$ cat config.mk
export PLATFORM = sky130hd
export DESIGN_NAME = ready_and_device_queue_scheduler_core
export DESIGN_NICKNAME = d
export VERILOG_FILES = /design/src/hw/rtl/rdqs_pkg.sv /design/src/hw/rtl/ready_and_device_queue_scheduler_core.sv /design/src/hw/rtl/rdqs_cell.sv /design/src/hw/rtl/rdqs_queue.sv
export SDC_FILE = /design/constraint.sdc
export NUM_CORES = 2
export LEC_CHECK = 0
export BUFFER_PORTS_ARGS = -buffer_cell sky130_fd_sc_hd__buf_2
export CAP_MARGIN = 30
export CORE_MARGIN = 5
export CORE_UTILIZATION = 45
export DETAILED_ROUTE_END_ITERATION = 8
export PLACE_DENSITY = 0.62
export SYNTH_ARGS = -nofsm -noshare
export SYNTH_HDL_FRONTEND = slang
export SYNTH_SLANG_ARGS = --single-unit
$ cat constraint.sdc
create_clock -name clk_i -period 17.5 [get_ports clk_i]
set_input_delay 0.875 -clock clk_i [delete_from_list [all_inputs] [get_ports clk_i]]
set_output_delay 0.875 -clock clk_i [all_outputs]
set_load 0.01 [all_outputs]
$ cat src/hw/rtl/rdqs_pkg.sv
// Shared types and codes for the ready and device queue scheduler.
// Depends on nothing; used by every module of the block.
`timescale 1ns / 1ps

package rdqs_pkg;

  localparam int unsigned ENTRY_W = 24;

  localparam logic [7:0] THRESHOLD_RST = 8'd7;
  localparam logic [2:0] ADDR_THRESHOLD = 3'd0;

  localparam logic [1:0] REQ_ADMIT     = 2'd0;
  localparam logic [1:0] REQ_INTERRUPT = 2'd1;
  localparam logic [1:0] REQ_RETURN    = 2'd2;
  localparam logic [1:0] REQ_FINISH    = 2'd3;

  localparam logic SEL_FIFO = 1'b0;
  localparam logic SEL_PRIO = 1'b1;

  localparam logic [1:0] ST_OK    = 2'd0;
  localparam logic [1:0] ST_EMPTY = 2'd1;
  localparam logic [1:0] ST_FULL  = 2'd2;

  localparam logic [1:0] DEST_FIFO   = 2'd0;
  localparam logic [1:0] DEST_PRIO   = 2'd1;
  localparam logic [1:0] DEST_DEVICE = 2'd2;
  localparam logic [1:0] DEST_DROP   = 2'd3;

  typedef enum logic [1:0] {
    CELL_HOLD,
    CELL_LOAD,
    CELL_FROM_LEFT,
    CELL_FROM_RIGHT
  } cell_op_e;

  typedef enum logic [1:0] {
    Q_IDLE,
    Q_PUSH,
    Q_POP,
    Q_SORT
  } queue_op_e;

  typedef struct packed {
    logic [7:0] id;
    logic [7:0] tm;
    logic [7:0] pr;
  } entry_t;

  typedef struct packed {
    logic [1:0] req_type;
    logic       queue_sel;
    logic [7:0] proc_id;
    logic [7:0] burst_time;
    logic [7:0] prio_level;
  } req_t;

  typedef struct packed {
    logic [1:0] status;
    logic [7:0] out_id;
    logic [7:0] out_time;
    logic [7:0] out_prio;
    logic [1:0] dest_queue;
    logic [4:0] fifo_count;
    logic [4:0] prio_count;
    logic [4:0] device_count;
  } rsp_t;

endpackage

$ cat src/hw/rtl/ready_and_device_queue_scheduler_core.sv
// Top level of the ready and device queue scheduler: request decode, three cell-chain
// queues, APB threshold register and result register. Depends on rdqs_pkg and rdqs_queue.
`timescale 1ns / 1ps

// A request is taken through start while busy is low; busy is then high for one cycle in
// which the request is decoded from a register, and at the edge that ends that cycle all
// three cell chains shift, load or insert in parallel and the result word is registered.
// rsp_valid_o is high for exactly the cycle after that and the receiver cannot stall it,
// so a new request may be started as soon as busy is low again. The
// chains keep the priority queue sorted by descending priority, a newcomer going ahead of
// equal priorities. time_threshold sits at byte address 0 and resets to 7; write it only
// while idle.

module ready_and_device_queue_scheduler_core #(
  parameter int unsigned QUEUE_DEPTH = 16
) (
  input  logic              clk_i,
  input  logic              rst_ni,
  input  logic              start,
  output logic              busy,
  input  rdqs_pkg::req_t    req_i,
  output logic              rsp_valid_o,
  output rdqs_pkg::rsp_t    rsp_o,
  input  logic              psel,
  input  logic              penable,
  input  logic              pwrite,
  input  logic [2:0]        paddr,
  input  logic [31:0]       pwdata,
  output logic [31:0]       prdata,
  output logic              pready
);

  localparam int unsigned CW  = $clog2(QUEUE_DEPTH + 1);
  localparam int unsigned DEV_W = rdqs_pkg::ENTRY_W + 1;

  logic               busy_q;
  rdqs_pkg::req_t     req_q;
  logic               rsp_valid_q;
  rdqs_pkg::rsp_t     rsp_d, rsp_q;
  logic [7:0]         thr_d, thr_q;

  rdqs_pkg::queue_op_e fifo_op, prio_op, dev_op;
  logic [rdqs_pkg::ENTRY_W-1:0] fifo_head, prio_head, ready_new;
  logic [DEV_W-1:0]   dev_head, dev_new;
  logic [CW-1:0]      fifo_cnt, prio_cnt, dev_cnt;
  logic [CW-1:0]      fifo_nxt, prio_nxt, dev_nxt;
  logic               fifo_empty, prio_empty, dev_empty;
  logic               fifo_full, prio_full, dev_full;
  logic [CW+4:0]      fifo_ext, prio_ext, dev_ext;

  rdqs_pkg::entry_t   adm_e, dev_e, src_e;
  logic               dev_org, src_empty;
  logic [1:0]         st, dst;
  rdqs_pkg::entry_t   ent;

  assign adm_e     = '{id: req_q.proc_id, tm: req_q.burst_time, pr: req_q.prio_level};
  assign dev_e     = rdqs_pkg::entry_t'(dev_head[rdqs_pkg::ENTRY_W-1:0]);
  assign dev_org   = dev_head[rdqs_pkg::ENTRY_W];
  assign src_e     = (req_q.queue_sel == rdqs_pkg::SEL_PRIO) ?
                     rdqs_pkg::entry_t'(prio_head) : rdqs_pkg::entry_t'(fifo_head);
  assign src_empty = (req_q.queue_sel == rdqs_pkg::SEL_PRIO) ? prio_empty : fifo_empty;
  assign ready_new = (req_q.req_type == rdqs_pkg::REQ_RETURN) ? dev_e : adm_e;
  assign dev_new   = {req_q.queue_sel, src_e};

  always_comb begin
    fifo_op = rdqs_pkg::Q_IDLE;
    prio_op = rdqs_pkg::Q_IDLE;
    dev_op  = rdqs_pkg::Q_IDLE;
    st      = rdqs_pkg::ST_OK;
    dst     = rdqs_pkg::DEST_FIFO;
    ent     = '0;
    if (busy_q) begin
      unique case (req_q.req_type)
        rdqs_pkg::REQ_ADMIT: begin
          if (req_q.burst_time >= thr_q) begin
            if (fifo_full) begin
              st = rdqs_pkg::ST_FULL;
            end else begin
              fifo_op = rdqs_pkg::Q_PUSH;
              dst     = rdqs_pkg::DEST_FIFO;
              ent     = adm_e;
            end
          end else begin
            if (prio_full) begin
              st = rdqs_pkg::ST_FULL;
            end else begin
              prio_op = rdqs_pkg::Q_SORT;
              dst     = rdqs_pkg::DEST_PRIO;
              ent     = adm_e;
            end
          end
        end
        rdqs_pkg::REQ_INTERRUPT: begin
          if (src_empty) begin
            st = rdqs_pkg::ST_EMPTY;
          end else if (dev_full) begin
            st = rdqs_pkg::ST_FULL;
          end else begin
            dev_op = rdqs_pkg::Q_PUSH;
            if (req_q.queue_sel == rdqs_pkg::SEL_PRIO) begin
              prio_op = rdqs_pkg::Q_POP;
            end else begin
              fifo_op = rdqs_pkg::Q_POP;
            end
            dst = rdqs_pkg::DEST_DEVICE;
            ent = src_e;
          end
        end
        rdqs_pkg::REQ_RETURN: begin
          if (dev_empty) begin
            st = rdqs_pkg::ST_EMPTY;
          end else if (dev_org == rdqs_pkg::SEL_PRIO) begin
            if (prio_full) begin
              st = rdqs_pkg::ST_FULL;
            end else begin
              prio_op = rdqs_pkg::Q_SORT;
              dev_op  = rdqs_pkg::Q_POP;
              dst     = rdqs_pkg::DEST_PRIO;
              ent     = dev_e;
            end
          end else begin
            if (fifo_full) begin
              st = rdqs_pkg::ST_FULL;
            end else begin
              fifo_op = rdqs_pkg::Q_PUSH;
              dev_op  = rdqs_pkg::Q_POP;
              dst     = rdqs_pkg::DEST_FIFO;
              ent     = dev_e;
            end
          end
        end
        rdqs_pkg::REQ_FINISH: begin
          if (src_empty) begin
            st = rdqs_pkg::ST_EMPTY;
          end else begin
            if (req_q.queue_sel == rdqs_pkg::SEL_PRIO) begin
              prio_op = rdqs_pkg::Q_POP;
            end else begin
              fifo_op = rdqs_pkg::Q_POP;
            end
            dst = rdqs_pkg::DEST_DROP;
            ent = src_e;
          end
        end
        default: st = rdqs_pkg::ST_OK;
      endcase
    end
  end

  rdqs_queue #(
    .DEPTH (QUEUE_DEPTH),
    .WIDTH (rdqs_pkg::ENTRY_W)
  ) u_fifo (
    .clk_i       (clk_i),
    .rst_ni      (rst_ni),
    .op_i        (fifo_op),
    .new_i       (ready_new),
    .head_o      (fifo_head),
    .count_o     (fifo_cnt),
    .count_nxt_o (fifo_nxt),
    .empty_o     (fifo_empty),
    .full_o      (fifo_full)
  );

  rdqs_queue #(
    .DEPTH (QUEUE_DEPTH),
    .WIDTH (rdqs_pkg::ENTRY_W)
  ) u_prio (
    .clk_i       (clk_i),
    .rst_ni      (rst_ni),
    .op_i        (prio_op),
    .new_i       (ready_new),
    .head_o      (prio_head),
    .count_o     (prio_cnt),
    .count_nxt_o (prio_nxt),
    .empty_o     (prio_empty),
    .full_o      (prio_full)
  );

  rdqs_queue #(
    .DEPTH (QUEUE_DEPTH),
    .WIDTH (DEV_W)
  ) u_dev (
    .clk_i       (clk_i),
    .rst_ni      (rst_ni),
    .op_i        (dev_op),
    .new_i       (dev_new),
    .head_o      (dev_head),
    .count_o     (dev_cnt),
    .count_nxt_o (dev_nxt),
    .empty_o     (dev_empty),
    .full_o      (dev_full)
  );

  assign fifo_ext = {5'b0, fifo_nxt};
  assign prio_ext = {5'b0, prio_nxt};
  assign dev_ext  = {5'b0, dev_nxt};

  assign rsp_d = '{
    status:       st,
    out_id:       ent.id,
    out_time:     ent.tm,
    out_prio:     ent.pr,
    dest_queue:   dst,
    fifo_count:   fifo_ext[4:0],
    prio_count:   prio_ext[4:0],
    device_count: dev_ext[4:0]
  };

  assign thr_d = (psel && penable && pwrite && (paddr == rdqs_pkg::ADDR_THRESHOLD)) ?
                 pwdata[7:0] : thr_q;

  always_ff @(posedge clk_i or negedge rst_ni) begin
    if (!rst_ni) begin
      busy_q      <= 1'b0;
      rsp_valid_q <= 1'b0;
      thr_q       <= rdqs_pkg::THRESHOLD_RST;
    end else begin
      busy_q      <= start && !busy_q;
      rsp_valid_q <= busy_q;
      thr_q       <= thr_d;
    end
  end

  always_ff @(posedge clk_i) begin
    if (start && !busy_q) begin
      req_q <= req_i;
    end
    if (busy_q) begin
      rsp_q <= rsp_d;
    end
  end

  assign busy        = busy_q;
  assign rsp_valid_o = rsp_valid_q;
  assign rsp_o       = rsp_q;
  assign pready      = 1'b1;
  assign prdata      = (paddr == rdqs_pkg::ADDR_THRESHOLD) ? {24'b0, thr_q} : 32'b0;

`ifndef SYNTHESIS
  a_start_to_word: assert property (@(posedge clk_i) disable iff (!rst_ni)
    (start && !busy) |=> busy ##1 rsp_valid_o)
    else $error("accepted request did not give a result word two cycles later");

  a_fail_clears: assert property (@(posedge clk_i) disable iff (!rst_ni)
    (rsp_valid_o && (rsp_o.status != rdqs_pkg::ST_OK)) |->
      ((rsp_o.out_id == 8'd0) && (rsp_o.out_time == 8'd0) && (rsp_o.out_prio == 8'd0) &&
       (rsp_o.dest_queue == rdqs_pkg::DEST_FIFO)))
    else $error("failed request carries a nonzero entry");

  a_fill_bound: assert property (@(posedge clk_i) disable iff (!rst_ni)
    (fifo_cnt <= CW'(QUEUE_DEPTH)) && (prio_cnt <= CW'(QUEUE_DEPTH)) &&
    (dev_cnt <= CW'(QUEUE_DEPTH)))
    else $error("queue fill beyond depth");
`endif

endmodule

$ cat src/hw/rtl/rdqs_cell.sv
// One storage cell of a queue chain: holds, loads a new word, or takes a neighbour's.
// Depends on rdqs_pkg.
`timescale 1ns / 1ps

module rdqs_cell #(
  parameter int unsigned WIDTH = 24
) (
  input  logic                 clk_i,
  input  rdqs_pkg::cell_op_e   op_i,
  input  logic [WIDTH-1:0]     left_i,
  input  logic [WIDTH-1:0]     right_i,
  input  logic [WIDTH-1:0]     load_i,
  output logic [WIDTH-1:0]     data_o
);

  logic [WIDTH-1:0] data_d, data_q;

  always_comb begin
    case (op_i)
      rdqs_pkg::CELL_LOAD:       data_d = load_i;
      rdqs_pkg::CELL_FROM_LEFT:  data_d = left_i;
      rdqs_pkg::CELL_FROM_RIGHT: data_d = right_i;
      default:                   data_d = data_q;
    endcase
  end

  always_ff @(posedge clk_i) begin
    data_q <= data_d;
  end

  assign data_o = data_q;

endmodule

$ cat src/hw/rtl/rdqs_queue.sv
// Queue built as a row of cells with a fill counter: tail push, head pop, sorted insert.
// Depends on rdqs_pkg and rdqs_cell.
`timescale 1ns / 1ps

module rdqs_queue #(
  parameter int unsigned DEPTH = 16,
  parameter int unsigned WIDTH = 24
) (
  input  logic                              clk_i,
  input  logic                              rst_ni,
  input  rdqs_pkg::queue_op_e               op_i,
  input  logic [WIDTH-1:0]                  new_i,
  output logic [WIDTH-1:0]                  head_o,
  output logic [$clog2(DEPTH+1)-1:0]        count_o,
  output logic [$clog2(DEPTH+1)-1:0]        count_nxt_o,
  output logic                              empty_o,
  output logic                              full_o
);

  localparam int unsigned CW = $clog2(DEPTH + 1);

  logic [CW-1:0]    count_d, count_q;
  logic [WIDTH-1:0] cell_data [DEPTH];
  logic [DEPTH-1:0] gt;
  logic [DEPTH-1:0] left_gt;
  rdqs_pkg::entry_t new_ent;

  assign new_ent = rdqs_pkg::entry_t'(new_i[rdqs_pkg::ENTRY_W-1:0]);

  for (genvar i = 0; i < DEPTH; i++) begin : g_cell
    logic [WIDTH-1:0]   left_w, right_w;
    rdqs_pkg::entry_t   cur_ent;
    rdqs_pkg::cell_op_e cop;

    assign cur_ent = rdqs_pkg::entry_t'(cell_data[i][rdqs_pkg::ENTRY_W-1:0]);
    assign gt[i]   = (CW'(i) < count_q) && (cur_ent.pr > new_ent.pr);

    if (i == 0) begin : g_first
      assign left_w     = '0;
      assign left_gt[i] = 1'b1;
    end else begin : g_inner
      assign left_w     = cell_data[i-1];
      assign left_gt[i] = gt[i-1];
    end

    if (i == DEPTH - 1) begin : g_last
      assign right_w = '0;
    end else begin : g_mid
      assign right_w = cell_data[i+1];
    end

    always_comb begin
      cop = rdqs_pkg::CELL_HOLD;
      case (op_i)
        rdqs_pkg::Q_PUSH: begin
          if (CW'(i) == count_q) begin
            cop = rdqs_pkg::CELL_LOAD;
          end
        end
        rdqs_pkg::Q_POP: cop = rdqs_pkg::CELL_FROM_RIGHT;
        rdqs_pkg::Q_SORT: begin
          if (!gt[i]) begin
            cop = left_gt[i] ? rdqs_pkg::CELL_LOAD : rdqs_pkg::CELL_FROM_LEFT;
          end
        end
        default: cop = rdqs_pkg::CELL_HOLD;
      endcase
    end

    rdqs_cell #(
      .WIDTH (WIDTH)
    ) u_cell (
      .clk_i   (clk_i),
      .op_i    (cop),
      .left_i  (left_w),
      .right_i (right_w),
      .load_i  (new_i),
      .data_o  (cell_data[i])
    );
  end

  always_comb begin
    case (op_i) inside
      rdqs_pkg::Q_PUSH, rdqs_pkg::Q_SORT: count_d = count_q + CW'(1);
      rdqs_pkg::Q_POP:                    count_d = count_q - CW'(1);
      default:                            count_d = count_q;
    endcase
  end

  always_ff @(posedge clk_i or negedge rst_ni) begin
    if (!rst_ni) begin
      count_q <= '0;
    end else begin
      count_q <= count_d;
    end
  end

  assign head_o      = cell_data[0];
  assign count_o     = count_q;
  assign count_nxt_o = count_d;
  assign empty_o     = (count_q == '0);
  assign full_o      = (count_q == CW'(DEPTH));

endmodule
Word level (Yosys, flattened, before mapping)
Cells that the tools add are included.
{"block": "word_totals", "output_inout_bits": 78, "regBits": 1263, "word_cells": 786}
{"block": "op_classes", "magnitude_cmp": 97, "add_sub_neg": 6, "reduce_logical": 109, "mux": 303, "eq_ne": 204}
{"cell": "24-bit case mux with 3 select lines", "n": 32}
{"cell": "25-bit case mux with 3 select lines", "n": 16}
{"cell": "8-bit greater-than comparator", "n": 48}
{"cell": "24-bit two-way mux", "n": 12}
{"cell": "2-bit case mux with 3 select lines", "n": 48}
{"cell": "2-bit two-way mux", "n": 123}
{"cell": "2-bit == test, second input constant", "n": 104}
{"cell": "3-bit nonzero test", "n": 48}
{"cell": "4-bit by 5-bit == test with 1-bit output, first input constant", "n": 24}
{"cell": "4-bit by 5-bit less-than comparator with 1-bit output, first input constant", "n": 24}
{"cell": "2-bit by 1-bit == test with 1-bit output, second input constant", "n": 52}
{"cell": "24-bit case mux with 4 select lines", "n": 1}
{"cell": "3-bit by 5-bit == test with 1-bit output, first input constant", "n": 12}
{"cell": "3-bit by 5-bit less-than comparator with 1-bit output, first input constant", "n": 12}
{"cell": "1-bit two-way mux", "n": 59}
{"cell": "1-bit logical AND", "n": 52}
{"cell": "2-bit case mux with 4 select lines", "n": 4}
{"cell": "2-bit by 5-bit == test with 1-bit output, first input constant", "n": 6}
{"cell": "1-bit by 5-bit less-than comparator with 1-bit output, first input constant", "n": 6}
{"cell": "2-bit by 5-bit less-than comparator with 1-bit output, first input constant", "n": 6}
{"cell": "5-bit two-way mux", "n": 6}
{"cell": "5-bit by 1-bit adder with 5-bit output, second input constant", "n": 3}
{"cell": "1-bit by 5-bit == test with 1-bit output, first input constant", "n": 3}
{"cell": "5-bit == test, second input constant", "n": 3}
{"cell": "9 further kinds", "n": 15}

Logic depth before layout (Yosys ltp)
{"block": "depth", "ltp_word": 10, "mapped_depth": 19}

Cells and area by module
Synthesis repeated with hierarchy kept, for this count alone.
{"block": "unflattened", "cells_unflattened": 7043, "area_unflattened_um2": 77225.3}
{"module": "rdqs_cell (u_fifo.g_cell[0].u_cell ...)", "area_per_inst_um2": 1249.9, "n_inst": 32, "cells_per_inst": 105}
{"module": "rdqs_cell (u_dev.g_cell[0].u_cell ...)", "area_per_inst_um2": 1305.0, "n_inst": 16, "cells_per_inst": 110}
{"module": "ready_and_device_queue_scheduler_core", "area_per_inst_um2": 4917.2, "n_inst": 1, "cells_per_inst": 424}
{"module": "rdqs_queue (u_prio)", "area_per_inst_um2": 3836.2, "n_inst": 1, "cells_per_inst": 490}
{"module": "rdqs_queue (u_dev)", "area_per_inst_um2": 3808.7, "n_inst": 1, "cells_per_inst": 503}
{"module": "rdqs_queue (u_fifo)", "area_per_inst_um2": 3784.9, "n_inst": 1, "cells_per_inst": 506}

Worst setup path before layout
Ideal clock, no wire load.
{"block": "synth_path", "path_type": "flip-flop to flip-flop", "from": "register req_q[25] (netlist bit)", "to": "register u_prio.g_cell[1].u_cell.data_q[0] (enable)", "required_time_ns": 17.062, "setup_slack_ns": 11.118, "stages_incl_launch_ff": 15, "t_arrival_ns": 5.944, "path_cell_list": "edfxtp_1 inv_1 ha_1 buf_6 clkbuf_1 mux2_2 clkinv_1 clkbuf_1 ha_1 a21o_1 a21oi_1 nor2b_1 a2111oi_0 nor2_1 o21ai_0"}
{"block": "synth_via", "elab_chain_cells": 9, "elab_cells_between_ends": 21, "classes_between": "order compare (2); eq/ne (9); mux (6); reduce/logical (4)"}
{"item": "from (decl)", "line_no": "ready_and_device_queue_scheduler_core.sv:37", "text": "rdqs_pkg::req_t req_q;"}
{"item": "from (signal assigned)", "line_no": "ready_and_device_queue_scheduler_core.sv:227", "text": "req_q <= req_i;"}
{"item": "2-bit == test", "line_no": "ready_and_device_queue_scheduler_core.sv:62, ready_and_device_queue_scheduler_core.sv:73"}
{"item": "24-bit two-way mux", "line_no": "ready_and_device_queue_scheduler_core.sv:62", "text": "assign ready_new = (req_q.req_type == rdqs_pkg::REQ_RETURN) ? dev_e : adm_e;"}
{"item": "8-bit greater-than comparator", "line_no": "rdqs_queue.sv:36", "text": "assign gt[i] = (CW'(i) < count_q) && (cur_ent.pr > new_ent.pr);"}
{"item": "1-bit logical AND", "line_no": "rdqs_queue.sv:36"}
{"item": "2-bit two-way mux", "line_no": "rdqs_queue.sv:63", "text": "cop = left_gt[i] ? rdqs_pkg::CELL_LOAD : rdqs_pkg::CELL_FROM_LEFT;"}
{"item": "2-bit two-way mux", "line_no": "rdqs_queue.sv:62", "text": "if (!gt[i]) begin"}
{"item": "2-bit case mux with 3 select lines *", "line_no": "rdqs_queue.sv:54", "text": "case (op_i)"}
{"item": "2-bit == test / 2-bit by 1-bit == test with 1-bit output (equally long branches)", "line_no": "rdqs_cell.sv:19", "text": "case (op_i)"}
{"item": "3-bit nonzero test (no source line) *"}
{"item": "to (signal assigned)", "line_no": "rdqs_cell.sv:28", "text": "data_q <= data_d;"}
{"item": "to (decl)", "line_no": "rdqs_cell.sv:16", "text": "logic [WIDTH-1:0] data_d, data_q;"}
Every way passes the cells marked *; elsewhere a longest branch is shown, timed or not.
A chain may end at the register's enable or synchronous reset.

Worst setup path after layout
{"block": "layout_path", "from": "register req_q[25] (netlist bit)", "to": "register u_prio.g_cell[5].u_cell.data_q[23], data pin"}
{"block": "layout_via", "elab_chain_cells": 9, "elab_cells_between_ends": 21, "classes_between": "order compare (2); eq/ne (9); mux (7); reduce/logical (3)"}
{"item": "2-bit == test", "line_no": "ready_and_device_queue_scheduler_core.sv:62, ready_and_device_queue_scheduler_core.sv:73"}
{"item": "24-bit two-way mux", "line_no": "ready_and_device_queue_scheduler_core.sv:62"}
{"item": "8-bit greater-than comparator", "line_no": "rdqs_queue.sv:36"}
{"item": "1-bit logical AND", "line_no": "rdqs_queue.sv:36"}
{"item": "2-bit two-way mux", "line_no": "rdqs_queue.sv:63"}
{"item": "2-bit two-way mux", "line_no": "rdqs_queue.sv:62"}
{"item": "2-bit case mux with 3 select lines", "line_no": "rdqs_queue.sv:54"}
{"item": "2-bit == test / 2-bit by 1-bit == test with 1-bit output (equally long branches)", "line_no": "rdqs_cell.sv:19"}
{"item": "24-bit case mux with 3 select lines *", "line_no": "rdqs_cell.sv:19"}
{"item": "via u_prio.g_cell[5].u_cell.data_d[23]", "line_no": "rdqs_cell.sv:16"}
{"item": "to (signal assigned)", "line_no": "rdqs_cell.sv:28"}
{"item": "to (decl)", "line_no": "rdqs_cell.sv:16"}
The timed path passes the listed nets; every way through them passes the cells marked *.

==> metrics <==
status complete, no violations; DP HPWL 167000 um; number of H-tree levels 4; register area share after synthesis 53.69%; R2R cell count 18; Final Cycle Share 36.78%; most common cell in the netlist edfxtp_1; Power Density 116.2 nW/um2; Post-synth ARST share 1.979%; number of buffers created by CTS 147; Area Overhead vs Synth 11.79%; Final #Nets 6846; post-synth top area share 52.79%; Die Wd 405.6 um; Tot Pwr 0.009146 W; post-CTS sizing 0; internal reg-to-reg setup slack 11060 ps; max cap viols 0; synth cell count leaders edfxtp_1, o21ai_0, nor2_1; Seq cells post-synth 1263; # setup viols final 0; die height 405.6 um; Netlist Area Pre-Place 70420 um2; clk_skew 52.15 ps; Most used DFF post-synth edfxtp_1; GR Util All Layers 29.34%; WS Path Type register to register; Clock Latency Late Sink 810 ps; # rows 145; Cells after Synth 6474; Setup crit start req_q[25]; initial core utilization 45.19%; Leak Pwr 28.15 nW; Rel. slew slack 21.84%; Via-to-Cell Ratio 6.637; Avg WL per Cell 28.93 um; Yosys top cell by area edfxtp_1; IO Port Bufs 96; Worst Tran Pin Value 1140 ps; Post-Route Utilization 50.51%; vias in the first global route 53760; pin count of the biggest net entering global routing 190; TNS Setup 0 ps; setup bufs post-CTS 0; final slew viol count 0; first-pass GRT wire length 363300 um; Setup crit end u_prio.g_cell[5].u_cell.data_o[23]; Longest Clk Path Bufs 3; IO Pins 146; Total Die Area 164500 um2; CTS sink count 1263; Arrival @ worst endpoint 7020 ps; Critical Path Fanout Max 34; placer congestion estimate 0.8923; Yosys Warn Count 0; Post-DRT Antenna Nets 0; CTS tree yes; r2r endpoint u_prio.g_cell[5].u_cell.data_o[23]; Critical Path RT 18090 ps; fraction of layout cells with a size suffix above 1 11.30%; maximum vdd drop 0.0001142 V; Core Area 155800 um2; synth top area cells edfxtp_1, ha_1, o21ai_0; Remaining DRCs 0; RSZ-0062 raised after global routing no; Worst setup EP type register; global route overflow 0; via count 57120; Yosys cell types 103; Root Driver clkbuf_16; final hold violations 0; fmax 155.4 MHz; antenna violations before repair 9; clock slew at reported path FFs 60 ps; syn avg cell area 10.88 um2; First DRT Iteration DRCs 7940; hold crit path type input pin to asynchronous set/reset pin; post-layout min period 6437 ps; Total Wirelength 249000 um; Hold-fix buffers, CTS 0; Post-synth EDFFs 1238; crit path launch type register; RR Startpoint req_q[25]; DRT Pass-1 Iters 8
[critical path, cell delays in order (launching register included)]
cell and delay [ps]:
edfxtp_1 420, inv_1 140, ha_4 330, buf_4 650, mux2_2 420, buf_4 270, inv_2 420, buf_4 380
buf_4 450, ha_1 200, and4_1 190, nand2_1 80, o41ai_1 290, a31oi_1 150, nand2b_1 230, nor2_1 740
buf_4 440, nor2_1 80, o21ai_0 230
[layout by cell type (no fill, tap or decap), types with 131 or more instances in the layout]
cell / count
a2bb2oi_1: 148
buf_4: 181
a22oi_1: 319
a221o_1: 142
mux2i_1: 131
inv_1: 171
clkbuf_16: 150
nand2_1: 506
o21ai_0: 629
ha_1: 345
edfxtp_1: 1238
a21oi_1: 441
nor2_1: 582
[registers in the layout, indices dropped and copies added, names as in the netlist]
register,count
thr_q,8
adm_e,24
u_prio.g_cell.u_cell.data_o,384
req_q,2
u_dev.g_cell.u_cell.data_o,400
u_dev.count_o,5
u_fifo.g_cell.u_cell.data_o,384
rsp_valid_o,1
busy,1
dev_new,1
rsp_o,43
u_fifo.count_o,5
u_prio.count_o,5
[kinds of logic after synthesis]
kind of cell,share of synthesized area [%]
compound gates,22.47
xor+xnor,0.9328
fa+ha+maj,6.350
buf+inv,4.223
flops,53.69
mux,2.941
other cells,0.01066
simple gates,9.382
[where the power goes]
| group | switching, W | internal [W] | total (W) |
|---|---|---|---|
| Combinational | 0.00131 | 0.000657 | 0.00196 |
| Sequential | 0.000276 | 0.00376 | 0.00404 |
| Clock | 0.00135 | 0.00179 | 0.00315 |
[layout make-up]
| cell class | count | area (um2) |
|---|---|---|
| multi-input cells | 4531 | 30350 |
| clock inverters | 84 | 927.1 |
| fillers | 13850 | 77120 |
| well taps | 2058 | 2575 |
| clock buffers | 179 | 3872 |
| repair buffers | 312 | 2521 |
| inverters | 177 | 664.4 |
| flip-flops and latches | 1263 | 37810 |
| diodes | 2 | 5.005 |
[worst min-delay path by stage]
stage                                                  start                                  to  slack [ps]
after floorplan                                     thr_q[1]                            thr_q[1]         490
after global placement    u_prio.g_cell[4].u_cell.data_o[16]  u_prio.g_cell[3].u_cell.data_o[16]         520
after detailed placement  u_prio.g_cell[4].u_cell.data_o[10]  u_prio.g_cell[3].u_cell.data_o[10]         530
after CTS                                             rst_ni                   u_fifo.count_o[0]         160
after global routing                                  rst_ni                    u_dev.count_o[4]         220
final                                                 rst_ni                                busy         180
[stage by stage]
| stage | hold WS (ps) | instances | setup slack, ps | cell area [um2] |
|---|---|---|---|---|
| after floorplan | 485.9 | 6497 | 11120 | 70510 |
| after global placement | 524.8 | 8306 | 10780 | 73270 |
| after detailed placement | 530.7 | 8334 | 11140 | 73830 |
| after CTS | 160.8 | 8597 | 11100 | 78630 |
| after global routing | 221.4 | 8604 | 10710 | 78720 |
| final | 181.8 | 8606 | 11060 | 78720 |
[routing by layer]
metal | wire length (um) | GRT usage [%] | up-vias | share of wire [%]
met5 | 104 | 0.4758 | - | 0.042
met4 | 10190 | 11.51 | 2 | 4.1
met3 | 30370 | 7.534 | 476 | 12
met2 | 107500 | 43.34 | 3608 | 43
met1 | 100800 | 41.43 | 28190 | 41
li1 | - | - | 24850 | -
Power figures use the tool's default switching activity.
